### src/hdl/itp_pkg.sv
// Shared definitions for the infix-to-postfix converter: token codes,
// operator priorities, default sizes and the emit bundle.
// No dependencies.
package itp_pkg;

  localparam int STACK_DEPTH_DEF = 32;
  localparam int REF_WIDTH_DEF   = 16;

  typedef logic [3:0] kind_t;

  localparam kind_t K_OPERAND = 4'd0;
  localparam kind_t K_PLUS    = 4'd1;
  localparam kind_t K_MINUS   = 4'd2;
  localparam kind_t K_MUL     = 4'd3;
  localparam kind_t K_DIV     = 4'd4;
  localparam kind_t K_LPAREN  = 4'd5;
  localparam kind_t K_RPAREN  = 4'd6;
  localparam kind_t K_SIN     = 4'd7;
  localparam kind_t K_LN      = 4'd12;
  localparam kind_t K_END     = 4'd13;

  typedef logic [1:0] prio_t;

  localparam prio_t PRIO_PAREN = 2'd0;
  localparam prio_t PRIO_ADD   = 2'd1;
  localparam prio_t PRIO_MUL   = 2'd2;
  localparam prio_t PRIO_FUNC  = 2'd3;

  // One token handed from the sequencer to the output stage.
  typedef struct packed {
    logic  emit;  // new token enters the hold slot
    logic  fin;   // item done: the held token leaves as the last one
    logic  err;
    kind_t kind;
  } emit_t;

endpackage

### src/hdl/itp_stack_ram.sv
// Operator stack storage: one write port, one registered read port.
// Depends on itp_pkg.
module itp_stack_ram import itp_pkg::*; #(
  parameter int STACK_DEPTH = STACK_DEPTH_DEF,
  parameter int IW          = $clog2(STACK_DEPTH)
) (
  input  logic          clk,
  input  logic          we,
  input  logic [IW-1:0] waddr,
  input  kind_t         wdata,
  input  logic          re,
  input  logic [IW-1:0] raddr,
  output kind_t         rdata
);

  kind_t mem [STACK_DEPTH];
  kind_t rdata_r;

  always_ff @(posedge clk) begin
    if (we) begin
      mem[waddr] <= wdata;
    end
  end

  // Hold read data until the next read so a stalled sequencer keeps its operand.
  always_ff @(posedge clk) begin
    if (re) begin
      rdata_r <= mem[raddr];
    end
  end

  assign rdata = rdata_r;

endmodule

### src/hdl/itp_ctrl.sv
// Sequencer: classifies tokens, pops the operator stack one entry per cycle while
// the output stage is free, pushes operators and tracks the error flag. Depends on itp_pkg.
module itp_ctrl import itp_pkg::*; #(
  parameter int STACK_DEPTH = STACK_DEPTH_DEF,
  parameter int REF_WIDTH   = REF_WIDTH_DEF,
  parameter int IW          = $clog2(STACK_DEPTH)
) (
  input  logic                 clk,
  input  logic                 rst_n,
  input  logic                 in_valid,
  output logic                 in_stall,
  input  kind_t                in_cmd,
  input  logic [REF_WIDTH-1:0] in_operand_ref,
  input  logic                 out_free,
  output emit_t                ev,
  output logic [REF_WIDTH-1:0] ev_oref,
  output logic                 mem_we,
  output logic [IW-1:0]        mem_waddr,
  output kind_t                mem_wdata,
  output logic                 mem_re,
  output logic [IW-1:0]        mem_raddr,
  input  kind_t                mem_rdata
);

  localparam int CW = $clog2(STACK_DEPTH + 1);

  typedef enum logic [1:0] {S_IDLE, S_EVAL, S_ENDMK, S_DRAIN} state_t;

  state_t        state_r, state_nxt;
  logic [CW-1:0] cnt_r, cnt_nxt;
  logic          err_r, err_nxt;
  logic          emitted_r, emitted_nxt;
  kind_t         cmd_r, cmd_nxt;

  logic          push_req;
  logic [CW-1:0] push_at;
  kind_t         push_kind;
  logic [CW-1:0] cnt_dec;
  logic [CW-1:0] cnt_dec2;
  state_t        done_state;

  function automatic prio_t prio_of(kind_t k);
    prio_t p;
    p = PRIO_PAREN;
    if (k inside {K_PLUS, K_MINUS}) p = PRIO_ADD;
    else if (k inside {K_MUL, K_DIV}) p = PRIO_MUL;
    else if (k inside {[K_SIN:K_LN]}) p = PRIO_FUNC;
    return p;
  endfunction

  assign in_stall   = (state_r != S_IDLE);
  assign cnt_dec    = cnt_r - CW'(1);
  assign cnt_dec2   = cnt_r - CW'(2);
  assign done_state = emitted_r ? S_DRAIN : S_IDLE;

  always_comb begin
    state_nxt   = state_r;
    cnt_nxt     = cnt_r;
    err_nxt     = err_r;
    emitted_nxt = emitted_r;
    cmd_nxt     = cmd_r;
    ev          = '0;
    ev_oref     = '0;
    mem_re      = 1'b0;
    mem_raddr   = cnt_dec[IW-1:0];
    push_req    = 1'b0;
    push_at     = cnt_r;
    push_kind   = cmd_r;

    case (state_r)
      S_IDLE: begin
        if (in_valid) begin
          cmd_nxt = in_cmd;
          if (in_cmd inside {[K_PLUS:K_DIV]}) begin
            if (cnt_r == '0) begin
              push_req  = 1'b1;
              push_kind = in_cmd;
            end else begin
              mem_re    = 1'b1;
              state_nxt = S_EVAL;
            end
          end else if (in_cmd == K_LPAREN || in_cmd inside {[K_SIN:K_LN]}) begin
            push_req  = 1'b1;
            push_kind = in_cmd;
          end else if (in_cmd == K_RPAREN) begin
            if (cnt_r == '0) begin
              err_nxt = 1'b1;
            end else begin
              mem_re    = 1'b1;
              state_nxt = S_EVAL;
            end
          end else if (in_cmd == K_END) begin
            if (cnt_r == '0) begin
              state_nxt = S_ENDMK;
            end else begin
              mem_re    = 1'b1;
              state_nxt = S_EVAL;
            end
          end else begin
            // Operands, and the two unused codes, pass straight through.
            ev.emit     = 1'b1;
            ev.kind     = K_OPERAND;
            ev.err      = err_r;
            ev_oref     = in_operand_ref;
            emitted_nxt = 1'b1;
            state_nxt   = S_DRAIN;
          end
        end
      end

      S_EVAL: begin
        if (out_free) begin
          mem_raddr = cnt_dec2[IW-1:0];
          cnt_nxt   = cnt_dec;
          case (cmd_r)
            K_RPAREN: begin
              if (mem_rdata == K_LPAREN) begin
                state_nxt = done_state;
              end else begin
                ev.emit     = 1'b1;
                ev.kind     = mem_rdata;
                ev.err      = err_r;
                emitted_nxt = 1'b1;
                if (cnt_dec == '0) begin
                  err_nxt   = 1'b1;
                  state_nxt = S_DRAIN;
                end else begin
                  mem_re = 1'b1;
                end
              end
            end
            K_END: begin
              if (mem_rdata == K_LPAREN) begin
                err_nxt = 1'b1;
              end else begin
                ev.emit     = 1'b1;
                ev.kind     = mem_rdata;
                ev.err      = err_r;
                emitted_nxt = 1'b1;
              end
              if (cnt_dec == '0) state_nxt = S_ENDMK;
              else mem_re = 1'b1;
            end
            default: begin
              if (prio_of(mem_rdata) >= prio_of(cmd_r)) begin
                ev.emit     = 1'b1;
                ev.kind     = mem_rdata;
                ev.err      = err_r;
                emitted_nxt = 1'b1;
                if (cnt_dec == '0) begin
                  push_req  = 1'b1;
                  push_at   = '0;
                  state_nxt = S_DRAIN;
                end else begin
                  mem_re = 1'b1;
                end
              end else begin
                // Lower-priority top stays; push above it.
                push_req  = 1'b1;
                cnt_nxt   = cnt_r;
                state_nxt = done_state;
              end
            end
          endcase
        end
      end

      S_ENDMK: begin
        if (out_free) begin
          ev.emit     = 1'b1;
          ev.kind     = K_END;
          ev.err      = err_r;
          emitted_nxt = 1'b1;
          cnt_nxt     = '0;
          err_nxt     = 1'b0;
          state_nxt   = S_DRAIN;
        end
      end

      S_DRAIN: begin
        if (out_free) begin
          ev.fin      = 1'b1;
          emitted_nxt = 1'b0;
          state_nxt   = S_IDLE;
        end
      end

      default: begin
        state_nxt = S_IDLE;
      end
    endcase

    // Drop a push onto a full stack and flag it.
    mem_we    = 1'b0;
    mem_waddr = push_at[IW-1:0];
    mem_wdata = push_kind;
    if (push_req) begin
      if (push_at >= CW'(STACK_DEPTH)) begin
        err_nxt = 1'b1;
      end else begin
        mem_we  = 1'b1;
        cnt_nxt = push_at + CW'(1);
      end
    end
  end

  always_ff @(posedge clk) begin
    if (!rst_n) begin
      state_r   <= S_IDLE;
      cnt_r     <= '0;
      err_r     <= 1'b0;
      emitted_r <= 1'b0;
      cmd_r     <= K_OPERAND;
    end else begin
      state_r   <= state_nxt;
      cnt_r     <= cnt_nxt;
      err_r     <= err_nxt;
      emitted_r <= emitted_nxt;
      cmd_r     <= cmd_nxt;
    end
  end

endmodule

### src/hdl/itp_out_stage.sv
// Output stage: a hold slot that delays each token by one emit so the last
// flag is known, followed by the output register. Depends on itp_pkg.
module itp_out_stage import itp_pkg::*; #(
  parameter int REF_WIDTH = REF_WIDTH_DEF
) (
  input  logic                 clk,
  input  logic                 rst_n,
  input  emit_t                ev,
  input  logic [REF_WIDTH-1:0] ev_oref,
  output logic                 out_free,
  output logic                 out_valid,
  input  logic                 out_stall,
  output kind_t                out_kind,
  output logic [REF_WIDTH-1:0] out_ref,
  output logic                 out_error,
  output logic                 out_last
);

  logic                 hold_v_r;
  kind_t                hold_kind_r;
  logic                 hold_err_r;
  logic [REF_WIDTH-1:0] hold_ref_r;
  logic                 out_valid_r;
  kind_t                out_kind_r;
  logic [REF_WIDTH-1:0] out_ref_r;
  logic                 out_error_r;
  logic                 out_last_r;
  logic                 load;

  assign out_free = !out_valid_r || !out_stall;
  assign load     = hold_v_r && (ev.emit || ev.fin);

  always_ff @(posedge clk) begin
    if (!rst_n) begin
      hold_v_r    <= 1'b0;
      out_valid_r <= 1'b0;
    end else begin
      if (load) out_valid_r <= 1'b1;
      else if (!out_stall) out_valid_r <= 1'b0;
      if (ev.emit) hold_v_r <= 1'b1;
      else if (ev.fin) hold_v_r <= 1'b0;
    end
  end

  always_ff @(posedge clk) begin
    if (ev.emit) begin
      hold_kind_r <= ev.kind;
      hold_err_r  <= ev.err;
      hold_ref_r  <= ev_oref;
    end
    if (load) begin
      out_kind_r  <= hold_kind_r;
      out_ref_r   <= hold_ref_r;
      out_error_r <= hold_err_r;
      out_last_r  <= ev.fin;
    end
  end

  assign out_valid = out_valid_r;
  assign out_kind  = out_kind_r;
  assign out_ref   = out_ref_r;
  assign out_error = out_error_r;
  assign out_last  = out_last_r;

endmodule

### src/hdl/infix_to_postfix_converter_unit.sv
// Top level of the infix-to-postfix converter (shunting-yard).
// Depends on itp_pkg, itp_stack_ram, itp_ctrl and itp_out_stage.
//
// One token is taken per transaction on the in_ channel; postfix tokens leave
// on the out_ channel in order, out_last marking the final one of each input
// transaction. Operator state lives in a single-port-write, registered-read
// stack memory walked by a sequencer that pops one entry per cycle while the
// output stage is free. Steps per input token: an operator that only pushes
// ("(" or a function, or a binary operator onto an empty stack) is just
// accepted; an operand is accepted, then the held token is released; a binary
// operator, ")" or end is accepted, then each stack entry examined is handled
// in turn, then the last token is released when anything was emitted, and end
// also sends the end marker before that release. Back-pressure on out_stall
// holds the sequencer in place. A push onto a full stack, a ")" with no "(", or
// a "(" left at end raise out_error until the end marker, which carries the
// final flag and returns the stack to empty. No clearing pass is needed after
// reset: only entries below the stack count are ever read.
module infix_to_postfix_converter_unit import itp_pkg::*; #(
  parameter int STACK_DEPTH = STACK_DEPTH_DEF,
  parameter int REF_WIDTH   = REF_WIDTH_DEF
) (
  input  logic                 clk,
  input  logic                 rst_n,
  input  logic                 in_valid,
  output logic                 in_stall,
  input  logic [3:0]           in_cmd,
  input  logic [REF_WIDTH-1:0] in_operand_ref,
  output logic                 out_valid,
  input  logic                 out_stall,
  output logic [3:0]           out_kind,
  output logic [REF_WIDTH-1:0] out_ref,
  output logic                 out_error,
  output logic                 out_last
);

  localparam int IW = $clog2(STACK_DEPTH);

  emit_t                ev;
  logic [REF_WIDTH-1:0] ev_oref;
  logic                 out_free;
  logic                 mem_we;
  logic [IW-1:0]        mem_waddr;
  kind_t                mem_wdata;
  logic                 mem_re;
  logic [IW-1:0]        mem_raddr;
  kind_t                mem_rdata;

  // Stack reads and writes never target the same cycle: pushes happen only on
  // cycles that issue no read, so the registered read needs no forwarding.
  itp_stack_ram #(
    .STACK_DEPTH(STACK_DEPTH),
    .IW         (IW)
  ) u_ram (
    .clk  (clk),
    .we   (mem_we),
    .waddr(mem_waddr),
    .wdata(mem_wdata),
    .re   (mem_re),
    .raddr(mem_raddr),
    .rdata(mem_rdata)
  );

  // Classify, pop, push and track errors.
  itp_ctrl #(
    .STACK_DEPTH(STACK_DEPTH),
    .REF_WIDTH  (REF_WIDTH),
    .IW         (IW)
  ) u_ctrl (
    .clk           (clk),
    .rst_n         (rst_n),
    .in_valid      (in_valid),
    .in_stall      (in_stall),
    .in_cmd        (in_cmd),
    .in_operand_ref(in_operand_ref),
    .out_free      (out_free),
    .ev            (ev),
    .ev_oref       (ev_oref),
    .mem_we        (mem_we),
    .mem_waddr     (mem_waddr),
    .mem_wdata     (mem_wdata),
    .mem_re        (mem_re),
    .mem_raddr     (mem_raddr),
    .mem_rdata     (mem_rdata)
  );

  // Delay each token one emit to attach the last flag, then register it out.
  itp_out_stage #(
    .REF_WIDTH(REF_WIDTH)
  ) u_out (
    .clk      (clk),
    .rst_n    (rst_n),
    .ev       (ev),
    .ev_oref  (ev_oref),
    .out_free (out_free),
    .out_valid(out_valid),
    .out_stall(out_stall),
    .out_kind (out_kind),
    .out_ref  (out_ref),
    .out_error(out_error),
    .out_last (out_last)
  );

endmodule

### config.mk
export PLATFORM = sky130hd
export DESIGN_NAME = infix_to_postfix_converter_unit
export DESIGN_NICKNAME = d
export VERILOG_FILES = /design/src/hdl/itp_pkg.sv /design/src/hdl/itp_stack_ram.sv /design/src/hdl/itp_ctrl.sv /design/src/hdl/itp_out_stage.sv /design/src/hdl/infix_to_postfix_converter_unit.sv
export SDC_FILE = /design/constraint.sdc
export NUM_CORES = 1
export LEC_CHECK = 0
export CAP_MARGIN = 20
export CORE_MARGIN = 1.5
export CORE_UTILIZATION = 63
export DETAILED_ROUTE_END_ITERATION = 7
export DONT_BUFFER_PORTS = 1
export PLACE_DENSITY_LB_ADDON = 0.1
export SYNTH_ARGS = -nofsm -noshare
export SYNTH_HDL_FRONTEND = slang
export SYNTH_HIERARCHICAL = 1
export SYNTH_SLANG_ARGS = --single-unit
### constraint.sdc
create_clock -name clk -period 4.1 [get_ports clk]
set_clock_uncertainty 0.15 [all_clocks]
set_input_delay 0.82 -clock clk [delete_from_list [all_inputs] [get_ports clk]]
set_output_delay 0.82 -clock clk [all_outputs]
set_load 0.02 [all_outputs]
## Yosys cells after proc, flatten, opt, wreduce, memory -nomap -nowiden

Memories as Yosys holds them, arrays and structs flattened. A register that Yosys moved wholly into a read port is not among the register bits.
Cells that the tools add are included.

- Register bits after elaboration: 59
- RAM bits: 128
- Input port bits: 24
- Logic and storage cells: 210
- Memories kept: 1

- Add/subtract/negate cells: 3
- $lt $le $gt $ge: 10
- Equal/unequal tests: 30
- Multiplexer cells: 126
- Bitwise logic cells: 2
- Reduce and logical (&&, ||, !) cells: 24

Memory list:

| name | depth | bits a word | read ports | clocked after memory_dff | wr ports | line | RTL |
|---|---|---|---|---|---|---|---|
| u_ram.mem | 32 | 4 | 1 | 1 | 1 | itp_stack_ram.sv:16 | `kind_t mem [STACK_DEPTH];` |

Operator list:

| cell | count |
|---|---|
| 6-bit 2-to-1 mux | 11 |
| 1-bit 2-to-1 mux | 60 |
| 5-bit 2-to-1 mux | 12 |
| 2-bit 2-to-1 mux | 27 |
| 4-bit by 3-bit equality test with 1-bit output, second input constant | 6 |
| 4-bit 2-to-1 mux | 5 |
| 4-bit by 2-bit equality test with 1-bit output, second input constant | 4 |
| 2-bit != test, second input constant | 8 |
| 5-bit case mux with 3 select lines | 1 |
| 4-bit by 3-bit >= comparator with 1-bit output, second input constant | 3 |
| 4-bit <= comparator, second input constant | 3 |
| 6-bit logical NOT | 2 |
| 6-bit case mux with 2 select lines | 1 |
| 2-bit nonzero test | 6 |
| 10-bit AND reduction | 1 |
| 3-bit by 2-bit != test with 1-bit output, second input constant | 3 |
| 4-bit by 1-bit equality test with 1-bit output, second input constant | 2 |
| 4-bit equality test, second input constant | 2 |
| 1-bit case mux with 2 select lines | 4 |
| 2-bit case mux with 4 select lines | 1 |
| 6-bit by 1-bit adder with 6-bit output, second input constant | 1 |
| 6-bit >= comparator, second input constant | 1 |
| 1-bit case mux with 3 select lines | 2 |
| 6-bit AND reduction | 1 |
| 19 further kinds | 28 |

## Logic depth before layout (Yosys ltp)

Gate-level depths: netlist of the first run.

- Depth after elaboration: 18
- Mapped depth: 16

## Hierarchy

Netlist of the first run, hierarchy kept.

By module, submodules not included:

| module | instances | cells an instance | area an instance (µm²) | sequential area each (µm²) |
|---|---|---|---|---|
| itp_stack_ram | 1 | 231 | 5178.7 | 3963.8 |
| itp_ctrl | 1 | 278 | 1981.9 | 280.3 |
| itp_out_stage | 1 | 51 | 1365.1 | 1331.3 |

## Worst setup path after synthesis of the first run

OpenSTA, ideal clock, no wires.

- Kind: flip-flop to flip-flop
- From: register u_ctrl.cmd_r[1]
- To: register u_out.out_error_r, in the netlist u_out/out_error, enable pin
- Setup time: 0.347 ns
- Arrival time: 3.157 ns
- Required time: 3.603 ns
- Setup slack: 0.446 ns
- Cell stages (with the launch flop): 14
- Clock period less this slack: 3.654 ns
- Path through: dfxtp_1 > buf_2 > nor2b_1 > nand2_1 > o21ai_0 > a211o_1 > ha_1 > nand2b_1 > a2111oi_2 > a211oi_1 > o21a_1 > a21o_1 > o21ai_1 > inv_1

RTL lines:

| item | line | RTL |
|---|---|---|
| from (decl) | itp_ctrl.sv:33 | `kind_t cmd_r, cmd_nxt;` |
| from (signal assigned) | itp_ctrl.sv:219 | `cmd_r <= cmd_nxt;` |
| to (signal assigned) | itp_out_stage.sv:54 | `out_error_r <= hold_err_r;` |
| to (decl) | itp_out_stage.sv:26 | `logic out_error_r;` |

## Worst setup path in the final report of the first run

- From: register u_ctrl.cmd_r[3]
- To: memory u_ram/mem[19][3] (netlist name), enable pin

- Word-level cells in the longest chain between the ends: 18

Ends and longest elaborated chain:

| item | line | RTL |
|---|---|---|
| 4-bit by 3-bit >= comparator with 1-bit output or 4-bit <= comparator (tied branches) | itp_ctrl.sv:47 | `else if (k inside {[K_SIN:K_LN]}) p = PRIO_FUNC;` |
| 1-bit logical AND | itp_ctrl.sv:47 |  |
| 2-bit 2-to-1 mux | itp_ctrl.sv:47 |  |
| 2-bit 2-to-1 mux | itp_ctrl.sv:46 | `else if (k inside {K_MUL, K_DIV}) p = PRIO_MUL;` |
| 2-bit 2-to-1 mux | itp_ctrl.sv:45 | `if (k inside {K_PLUS, K_MINUS}) p = PRIO_ADD;` |
| 2-bit 2-to-1 mux | itp_ctrl.sv:115 | `case (cmd_r)` |
| 2-bit 2-to-1 mux | itp_ctrl.sv:112 | `if (out_free) begin` |
| 2-bit 2-to-1 mux | itp_ctrl.sv:70 | `case (state_r)` |
| [3 not listed] | n/a |  |
| 6-bit 2-to-1 mux | itp_ctrl.sv:112 |  |
| 6-bit 2-to-1 mux | itp_ctrl.sv:70 |  |
| 6-bit >= comparator | itp_ctrl.sv:198 | `if (push_at >= CW'(STACK_DEPTH)) begin` |
| 1-bit 2-to-1 mux | itp_ctrl.sv:198 |  |
| 1-bit 2-to-1 mux (*) | itp_ctrl.sv:197 | `if (push_req) begin` |
| net mem_we | infix_to_postfix_converter_unit.sv:41 | `logic mem_we;` |
| 1-bit 2-to-1 mux (*) | itp_stack_ram.sv:20 | `if (we) begin` |
| 1-bit 2-to-1 mux (not written as such) (*) | itp_stack_ram.sv:21 | `mem[waddr] <= wdata;` |
| to (decl) | itp_stack_ram.sv:16 |  |

The timed path passes the listed nets; every way through them passes the cells marked *. The select of a mux whose other input is x is not followed.

==> impl_metrics.py, run 1 <==
metrics = {
    "synth": {
        "syn-num-nets": 597,
        "async_flop_share": 0,
        "yosysTopAreaCell": "edfxtp_1",
        "synth-seq-cells": 191,
        "synthDistinctLibCells": 74,
        "synth_warnings": 6,
        "synth_cells": 560,
        "synthFlopType": "edfxtp_1",
        "syn_avg_cell_area_um2": 15.2,
        "yosys-top-cells-area": "edfxtp_1 62%, mux4_2 11%, dfxtp_1 3.8%",
        "syn_area_um2": 8530,
        "synth_top_area_share": 0.616,
        "synth_edf_count": 175,
        "yosysSeqAreaShare": 0.654,
    },
    "worst_setup_path": {
        "r2r_slack_ns": 0.19,
        "cp-start-kind": "flop",
        "cp_slowest_stage_delay_ns": 0.51,
        "path_class": "flop to flop",
        "critPathMaxFanout": 10,
        "end_kind": "flop",
        "cp_common_cell": "nor2_1",
        "cp.required_ns": 4.03,
        "r2r-start": "u_ctrl/cmd_r[3]",
        "cp_cell_sequence": "nor2b_1, nand2_1, o21ai_0, a211o_1, ha_1, nand2b_1, a2111o_1, nor2_1, o31ai_2, inv_1, nand3_1, nor2_1",
        "arrival_ns": 3.84,
        "critPathSlowestCell": "a2111o_1",
        "startpoint": "u_ctrl/cmd_r[3]",
    },
    "cts": {
        "clkTransAtPathRegs_ns": 0.07,
        "cts_tree": "done",
        "clock_sinks": 191,
        "cts_buffers": 17,
        "cts_root_buf": "clkbuf_16",
        "clk_latency_ns": 0.43,
        "clockBufferDepth": 2,
        "cts-htree-levels": 4,
    },
    "placed_design": {
        "place_area_um2": 8750,
        "dpl.hpwl_mm": 11.5,
        "globalplace.congestion": 0.928,
        "dpl_worst_slack_ns": 0.154,
        "io_buffers": 0,
    },
    "drt": {
        "wirelength_mm": 17.4,
        "via_per_inst": 6.44,
        "drt_iter0_drc": 495,
        "drtPass1Iterations": 5,
        "via_count": 4879,
        "drtAntennaViolNets": 0,
        "drcViolationCount": 0,
        "routedWlPerCell_um": 22.9,
    },
    "worst_hold_path": {
        "min_path_type": "flop to flop",
        "hold_start": "u_out/hold_kind_r[0]",
    },
    "timing": {
        "setup_viol": 0,
        "fin_ws_ns": 0.192,
        "final_hold_viol_count": 0,
        "fmax_mhz": 256,
        "fin_crit_sh": 0.953,
        "drv_slew": 0,
        "grt_setup_unrepaired": "true",
        "max_slew_margin": 0.400,
        "tightest_slew_ns": 0.899,
        "period_minus_slack_ns": 3.91,
    },
    "floorplanning": {
        "fp.dieH_um": 119,
        "start_util": 0.644,
        "die_w_um": 119,
        "ios": 48,
        "dieArea_um2": 14200,
        "fp-row-count": 42,
        "core_um2": 13200,
    },
    "finish": {
        "syn2layout_area_growth_pct": 10.2,
        "drive_gt1_frac": 0.210,
        "final_area_um2": 9390,
        "diodes": 0,
        "fin_nets": 606,
    },
    "global_route": {
        "grt.overflow.total": 0,
        "grt_pass1_vias": 4850,
        "grt_start_max_net_pins": 33,
        "antenna_found_initial": 0,
        "grt_pass1_wl_mm": 27.4,
        "track_usage": 0.262,
    },
    "power": {
        "p_per_area_nw_per_um2": 807,
        "peakVddDrop_uv": 475,
        "power_leakage_nw": 3.17,
        "p_total_mw": 7.58,
    },
    "run_status": {
        "outcome": "finished clean",
    },
    "job": {
        "maxCapViolCount": 0,
    },
}
where the power goes:
part / internal [mW] / switching (mW)
clock network: 0.958 / 0.679
registers: 2.64 / 0.240
logic: 1.36 / 1.71
cell type report:
cell class,count,area (µm²)
clock buffer,18,429
clock inverter,14,165
fill,879,3850
inverter,20,75.1
multi-input combinational,324,2790
sequential,191,5580
tap,176,220
timing repair buffer,15,138
cells by family after synthesis:
group | Yosys count | synth area share
simple gates | 162 | 0.101
xor+xnor | 7 | 0.00719
compound gates | 93 | 0.0768
mux | 49 | 0.117
flops | 191 | 0.654
fa+ha+maj | 13 | 0.0191
buf+inv | 45 | 0.0249
sequential cells by signal, indices dropped and copies added, names as in the netlist:
register / flops
u_out/hold_ref_r: 16
u_ctrl/err_r: 1
u_out/out_valid: 1
u_out/hold_v_r: 1
u_out/hold_kind_r: 4
u_out/out_error: 1
u_out/out_last: 1
u_out/hold_err_r: 1
u_ctrl/cmd_r: 4
u_ctrl/state_r: 2
u_out/out_kind: 4
u_ram/rdata: 4
u_ram/mem: 128
u_out/out_ref: 16
u_ctrl/emitted_r: 1
u_ctrl/cnt_r: 6
Yosys cell counts, types with 4 or more instances:
cell,instances
a21oi_1,19
a211oi_1,4
buf_6,5
inv_1,19
a31oi_1,5
nor2b_1,4
nor2_1,56
nor3_1,5
dfxtp_1,16
ha_1,13
buf_1,4
o21ai_0,22
buf_2,5
nand2_1,28
edfxtp_1,175
nand3_1,11
nand2b_1,6
nand3b_1,5
clkbuf_1,11
mux2_2,7
o21a_1,6
and2_1,18
xor2_1,4
mux4_2,40
what timing repair did:
| item | CTS | global route |
|---|---|---|
| hold buffers | 0 | 0 |
| gates resized for setup | 0 | 12 |
| setup endpoints to repair | 0 | 124 |
| setup buffers | 0 | 2 |
worst max-delay path: cells and delay by family (launching register included):
family	cells	cell delay (ns)
flip-flops	1	0.47
AND/OR/NAND/NOR	6	1.44
buffers and inverters	1	0.17
adder cells (fa/ha/maj)	1	0.27
AO/OA/AOI/OAI	4	1.05
layout by cell type (no fill, tap or decap), types with 6 or more instances in the layout:
master,n
a21oi_1,18
and2_1,18
buf_4,13
clkbuf_16,17
dfxtp_1,16
edfxtp_1,175
ha_1,13
inv_1,19
mux2_2,7
mux4_2,40
nand2_1,28
nand2b_1,6
nand3_1,11
nor2_1,45
nor2_2,11
o21a_1,6
o21ai_0,19
final timing paths:
path	end	cells past startpoint
max	u_ram/mem[19][3]	12
min	u_out/out_kind[0]	0
max reg2reg	u_ram/mem[19][3]	12
min reg2reg	u_out/out_kind[0]	0
metrics by stage:
stage	TNS, ns	utilization	hold WS, ns	std cells
after floorplan	0	-	0.250	560
after global placement	0	0.661	0.253	724
after detailed placement	0	0.661	0.255	724
after CTS	0	0.706	0.268	756
after global routing	-1.08	0.709	0.268	758
final	0	0.709	0.262	758
layer usage:
layer | wire, µm | global-route usage | share of wire | up-vias
met5 | 0 | 0 | 0 | -
met4 | 496 | 0.105 | 0.029 | 0
met3 | 902 | 0.0541 | 0.052 | 45
met2 | 8910 | 0.445 | 0.51 | 194
met1 | 7060 | 0.333 | 0.41 | 2450
li1 | - | - | - | 2190
Note: power is estimated with default switching activity, not from simulation.
==> inputs of run 2 (changes only) <==
GPL_ROUTABILITY_DRIVEN = 0   (was not set)
REMOVE_ABC_BUFFERS = 1   (was not set)
SETUP_SLACK_MARGIN = 0.5   (was not set)
==> run 2 against run 1 <==
Non-clock buffer count grew 12. Critical path type unchanged. Highest routed layer unchanged. Sequential power is essentially flat. Power grew 1.6%.
==> impl_metrics.py, run 2 (same netlist as run 1, synthesis figures left out) <==
metrics = {
    "run_status": {
        "outcome": "finished clean",
    },
    "power": {
        "p_per_area_nw_per_um2": 803,
        "power_leakage_nw": 3.19,
        "peakVddDrop_uv": 402,
        "p_total_mw": 7.71,
    },
    "worst_setup_path": {
        "crit_family": "simple AND/OR/NAND/NOR gates",
        "r2r_slack_ns": 0.63,
        "path_class": "flop to flop",
        "critPathMaxFanout": 11,
        "cp-start-kind": "flop",
        "cp_slowest_stage_delay_ns": 0.61,
        "cp_cell_sequence": "nor2b_1, nand2_1, o21ai_0, a211o_1, ha_1, nand2b_4, a21oi_4, nor4_4, nor2_1, or3b_2, nor2_2",
        "cp_num_buf_inv": 0,
        "arrival_ns": 3.43,
        "cp.required_ns": 4.06,
        "critPathSlowestCell": "or3b_2",
        "end_kind": "flop",
    },
    "timing": {
        "period_minus_slack_ns": 3.47,
        "final_hold_viol_count": 0,
        "drv_slew": 0,
        "tightest_slew_ns": 0.741,
        "fmax_mhz": 288,
        "setup_viol": 0,
        "fin_crit_sh": 0.847,
        "max_slew_margin": 0.499,
        "grt_setup_unrepaired": "true",
    },
    "drt": {
        "drcViolationCount": 0,
        "via_per_inst": 6.44,
        "drt_iter0_drc": 460,
        "drtPass1Iterations": 7,
        "drtAntennaViolNets": 0,
        "wirelength_mm": 17.3,
        "routedWlPerCell_um": 22.5,
        "via_count": 4962,
    },
    "finish": {
        "mostFrequentLayoutCells": "175 x edfxtp_1, 40 x mux4_2, 28 x nand2_1, 25 x buf_4, 24 x nor2_1",
        "diodes": 0,
        "largest_register_ff_count": 128,
        "drive_gt1_frac": 0.276,
        "final_common_cell": "edfxtp_1",
        "regMostFlops": "u_ram/mem",
        "syn2layout_area_growth_pct": 12.6,
        "fillCellCount": 841,
        "fin_nets": 619,
        "fin_cells": 771,
    },
    "cts": {
        "clk_latency_ns": 0.43,
        "cts_tree": "done",
        "cts_buffers": 17,
        "clock_sinks": 191,
        "cts-htree-levels": 4,
        "clockBufferDepth": 2,
        "cts_root_buf": "clkbuf_16",
        "clkTransAtPathRegs_ns": 0.07,
    },
    "floorplanning": {
        "dieArea_um2": 14200,
        "start_util": 0.644,
        "fp.dieH_um": 119,
        "ios": 48,
        "core_um2": 13200,
        "fp-row-count": 42,
        "die_w_um": 119,
    },
    "global_route": {
        "grt_pass1_vias": 4892,
        "antenna_found_initial": 0,
        "grt_pass1_wl_mm": 26.7,
        "grt.overflow.total": 0,
        "grt_start_max_net_pins": 33,
        "track_usage": 0.256,
    },
    "worst_hold_path": {
        "min_path_type": "flop to flop",
    },
    "placed_design": {
        "dpl.hpwl_mm": 11.2,
        "io_buffers": 0,
        "dp_cells": 727,
    },
    "job": {
        "maxCapViolCount": 0,
    },
}
-- run 2: changes by cell type in the layout (fill, tap and decap cells not counted), moves of 2 or more --
cell	change
clkinvlp_4	+4
inv_8	+2
clkinv_4	+2
nor2_2	+11
bufinv_16	-3
dfxtp_1	-4
inv_6	-2
nor2_1	-21
buf_4	+12
clkinv_2	-4
inv_1	-2
dfxtp_2	+4
nor2_4	+10
-- run 2: path summary, 6_finish.rpt --
check / startpoint / end / cells past startpoint
worst min-delay path: u_out/hold_kind_r[1] / u_out/out_kind[1] / 0
worst max register to register: u_ctrl/cmd_r[1] / u_ram/mem[17][0] / 11
worst max-delay path: u_ctrl/cmd_r[1] / u_ram/mem[17][0] / 11
worst min register to register: u_out/hold_kind_r[1] / u_out/out_kind[1] / 0
-- run 2: report_power, final --
part | switching (mW) | internal (mW)
logic | 1.84 | 1.50
registers | 0.224 | 2.64
clock network | 0.715 | 0.788
total | 2.78 | 4.93
-- run 2: final cells by class --
cell class / count / area, µm² / share of cell area
repair inverters: 1 / 7.51 / 0.000782
clock buffers: 19 / 433 / 0.0451
well taps: 176 / 220 / 0.0229
clock inverters: 13 / 113 / 0.0117
flip-flops and latches: 191 / 5580 / 0.581
repair buffers: 27 / 228 / 0.0237
multi-input cells: 324 / 2940 / 0.306
inverters: 20 / 78.8 / 0.00821
-- run 2: routing by layer --
metal / GRT usage / vias up / wire [µm]
met5: 0 / - / 0
met4: 0.107 / 0 / 467
met3: 0.0570 / 49 / 1200
met2: 0.432 / 236 / 8870
met1: 0.325 / 2448 / 6790
li1: - / 2229 / -
-- run 2: worst register-to-register path, delay by kind of cell, from the launching register on --
family / cells / cell delay (ns)
adders and majority gates: 1 / 0.29
and+or+nand+nor: 7 / 1.88
AOI/OAI and AO/OA: 3 / 0.48
DFF: 1 / 0.37
-- run 2: stage by stage --
step / utilization / setup WS, ns / hold WS [ns] / area, µm² / TNS [ns]
after floorplan: - / -2.48 / 0.250 / 8390 / -9.91
after global placement: 0.663 / 0.374 / 0.251 / 8780 / 0
after detailed placement: 0.663 / 0.254 / 0.257 / 8780 / 0
after CTS: 0.716 / 0.425 / 0.274 / 9480 / 0
after global routing: 0.725 / 0.453 / 0.278 / 9600 / 0
final: 0.725 / 0.626 / 0.272 / 9600 / 0
-- run 2: repair_timing --
action / CTS / global route
buffers inserted: 6 / 5
pin swaps: 2 / 10
gates cloned: 1 / 0
endpoints found under the setup margin: 130 / 152
hold buffers: 0 / 0
resized for setup: 36 / 22
==> inputs of run 3 (changes only) <==
CORE_UTILIZATION = 57   (was 63)
clock period = 2.9 ns   (was 4.1 ns; I/O delays follow)
==> run 3 against run 2 <==
The flow now finishes with violations (setup timing). First-iteration DRC count grew 59%. Non-clock buffer count grew 197. Combinational power grew to 2.6 times the previous value. Maximum frequency grew 1.3%. Sequential power grew 40%. Clock power grew 61%. Core utilization grew 13 points. Cell area grew 31%. Cell count grew 26%. Count of clock-buffer cells in the layout shrank 1.
==> impl_metrics.py, run 3 (same netlist as run 1, synthesis figures left out) <==
metrics = {
    "run_status": {
        "outcome": "complete, but fails checks",
        "violations": "setup timing",
    },
    "worst_setup_path": {
        "cp.required_ns": 2.88,
        "end_kind": "flop",
        "arrival_ns": 3.41,
        "path_class": "flop to flop",
        "critPathMaxFanout": 7,
        "reg2regPathDepth": 16,
        "r2r_slack_ns": -0.53,
        "cp-start-kind": "flop",
    },
    "power": {
        "power_leakage_nw": 4.60,
        "p_per_area_nw_per_um2": 1200,
        "peakVddDrop_uv": 701,
    },
    "finish": {
        "drive_gt1_frac": 0.537,
        "diodes": 0,
        "final_core_util": 0.859,
        "fin_cells": 975,
        "final_common_cell": "edfxtp_1",
        "mostFrequentLayoutCells": "175 x edfxtp_1, 96 x buf_4, 91 x buf_6, 40 x mux4_2, 27 x nor2_4",
        "regMostFlops": "u_ram/mem",
        "largest_register_ff_count": 128,
        "fin_nets": 815,
        "syn2layout_area_growth_pct": 47.0,
    },
    "cts": {
        "clkTransAtPathRegs_ns": 0.08,
        "clock_sinks": 191,
        "clockBufferDepth": 2,
        "clk_latency_ns": 0.44,
        "cts-hold-fix-buffers": 0,
        "cts_buffers": 17,
        "cts-htree-levels": 4,
        "cts_tree": "done",
        "cts_root_buf": "clkbuf_16",
    },
    "floorplanning": {
        "start_util": 0.584,
        "dieArea_um2": 15700,
        "ios": 48,
        "fp-row-count": 44,
        "fp.dieH_um": 125,
        "die_w_um": 125,
        "core_um2": 14600,
    },
    "timing": {
        "fmax_mhz": 292,
        "final_hold_viol_count": 0,
        "drv_slew": 0,
        "fin_ws_ns": -0.530,
        "tightest_slew_ns": 0.668,
        "hold_slack_ns": 0.115,
        "fin_crit_sh": 1.18,
        "grt_setup_unrepaired": "true",
        "max_slew_margin": 0.553,
        "period_minus_slack_ns": 3.43,
        "setup_viol": 186,
    },
    "drt": {
        "drtPass1Iterations": 7,
        "via_count": 6481,
        "drtAntennaViolNets": 0,
        "wirelength_mm": 27.3,
        "routedWlPerCell_um": 28.0,
        "via_per_inst": 6.65,
        "drcViolationCount": 0,
        "drt_iter0_drc": 732,
    },
    "placed_design": {
        "dpl_worst_slack_ns": -0.725,
        "dpl.hpwl_mm": 12.7,
        "dp_cells": 841,
        "io_buffers": 0,
    },
    "global_route": {
        "grt.overflow.total": 0,
        "track_usage": 0.321,
        "grt_start_max_net_pins": 33,
        "grt_pass1_wl_mm": 37.1,
        "grt_pass1_vias": 6251,
        "antenna_found_initial": 0,
    },
    "worst_hold_path": {
        "hold_depth": 1,
        "min_path_type": "primary input to flop",
    },
    "job": {
        "maxCapViolCount": 0,
    },
}
run 3: changes by cell type in the layout (fill, tap and decap cells not counted), sizes merged:
cell,before,now
clkinv,9,8
buf,27,223
bufinv,0,1
clkinvlp,5,0
inv,20,25
run 3: per-stage QoR:
step / cell area, µm² / power, mW / TNS, ns
6_report: 12500 / 15.1 / -77.37
2_1_floorplan: 8390 / 7.17 / -93.63
5_1_grt: 12500 / 15.5 / -88.31
3_5_place_dp: 9660 / 9.21 / -77.72
3_3_place_gp: 9660 / 9.08 / -59.04
4_1_cts: 12100 / 13.7 / -45.68
run 3: layout make-up:
cell class	instances	area [µm²]
flip-flops and latches	191	5590
multi-input cells	324	3410
repair buffers	224	2600
fillers	549	2060
clock buffers	18	429
well taps	184	230
clock inverters	14	189
inverters	20	82.6
run 3: repair_timing:
item | CTS | global route
setup buffers | 64 | 21
resized for setup | 228 | 63
endpoints found under the setup margin | 324 | 325
pin swaps | 76 | 29
cloned | 16 | 1
run 3: final timing paths:
kind                                     endpoint            startpoint
worst max-delay path             u_ram/mem[12][3]        u_ram/rdata[1]
worst max register to register   u_ram/mem[12][3]        u_ram/rdata[1]
worst min-delay path               u_out/hold_v_r                 rst_n
worst min register to register  u_out/out_ref[13]  u_out/hold_ref_r[13]
run 3: routing by layer:
metal	vias up	wire (µm)	track usage
li1	2632	-	-
met1	3261	9820	0.392
met2	454	13700	0.548
met3	134	2160	0.0663
met4	0	1580	0.158
met5	-	0	0
run 3: report_power, final:
part	switching (mW)	internal [mW]	total (mW)	leakage, nW
Sequential	0.285	3.73	4.01	1.75
Combinational	4.08	4.56	8.64	2.55
Clock	1.17	1.25	2.42	0.299
run 3: critical path, cell delays in order (launching register included):
cell and delay [ns]:
edfxtp_1 0.50, nand2_2 0.14, o21ai_1 0.10, o21ai_1 0.20, a21oi_2 0.05, ha_1 0.27, nand2b_4 0.17, a21oi_4 0.16
buf_6 0.14, nor4_4 0.04, buf_6 0.17, buf_6 0.12, nor2_4 0.18, buf_6 0.15, nand3b_1 0.16, buf_6 0.20
nor2_2 0.23
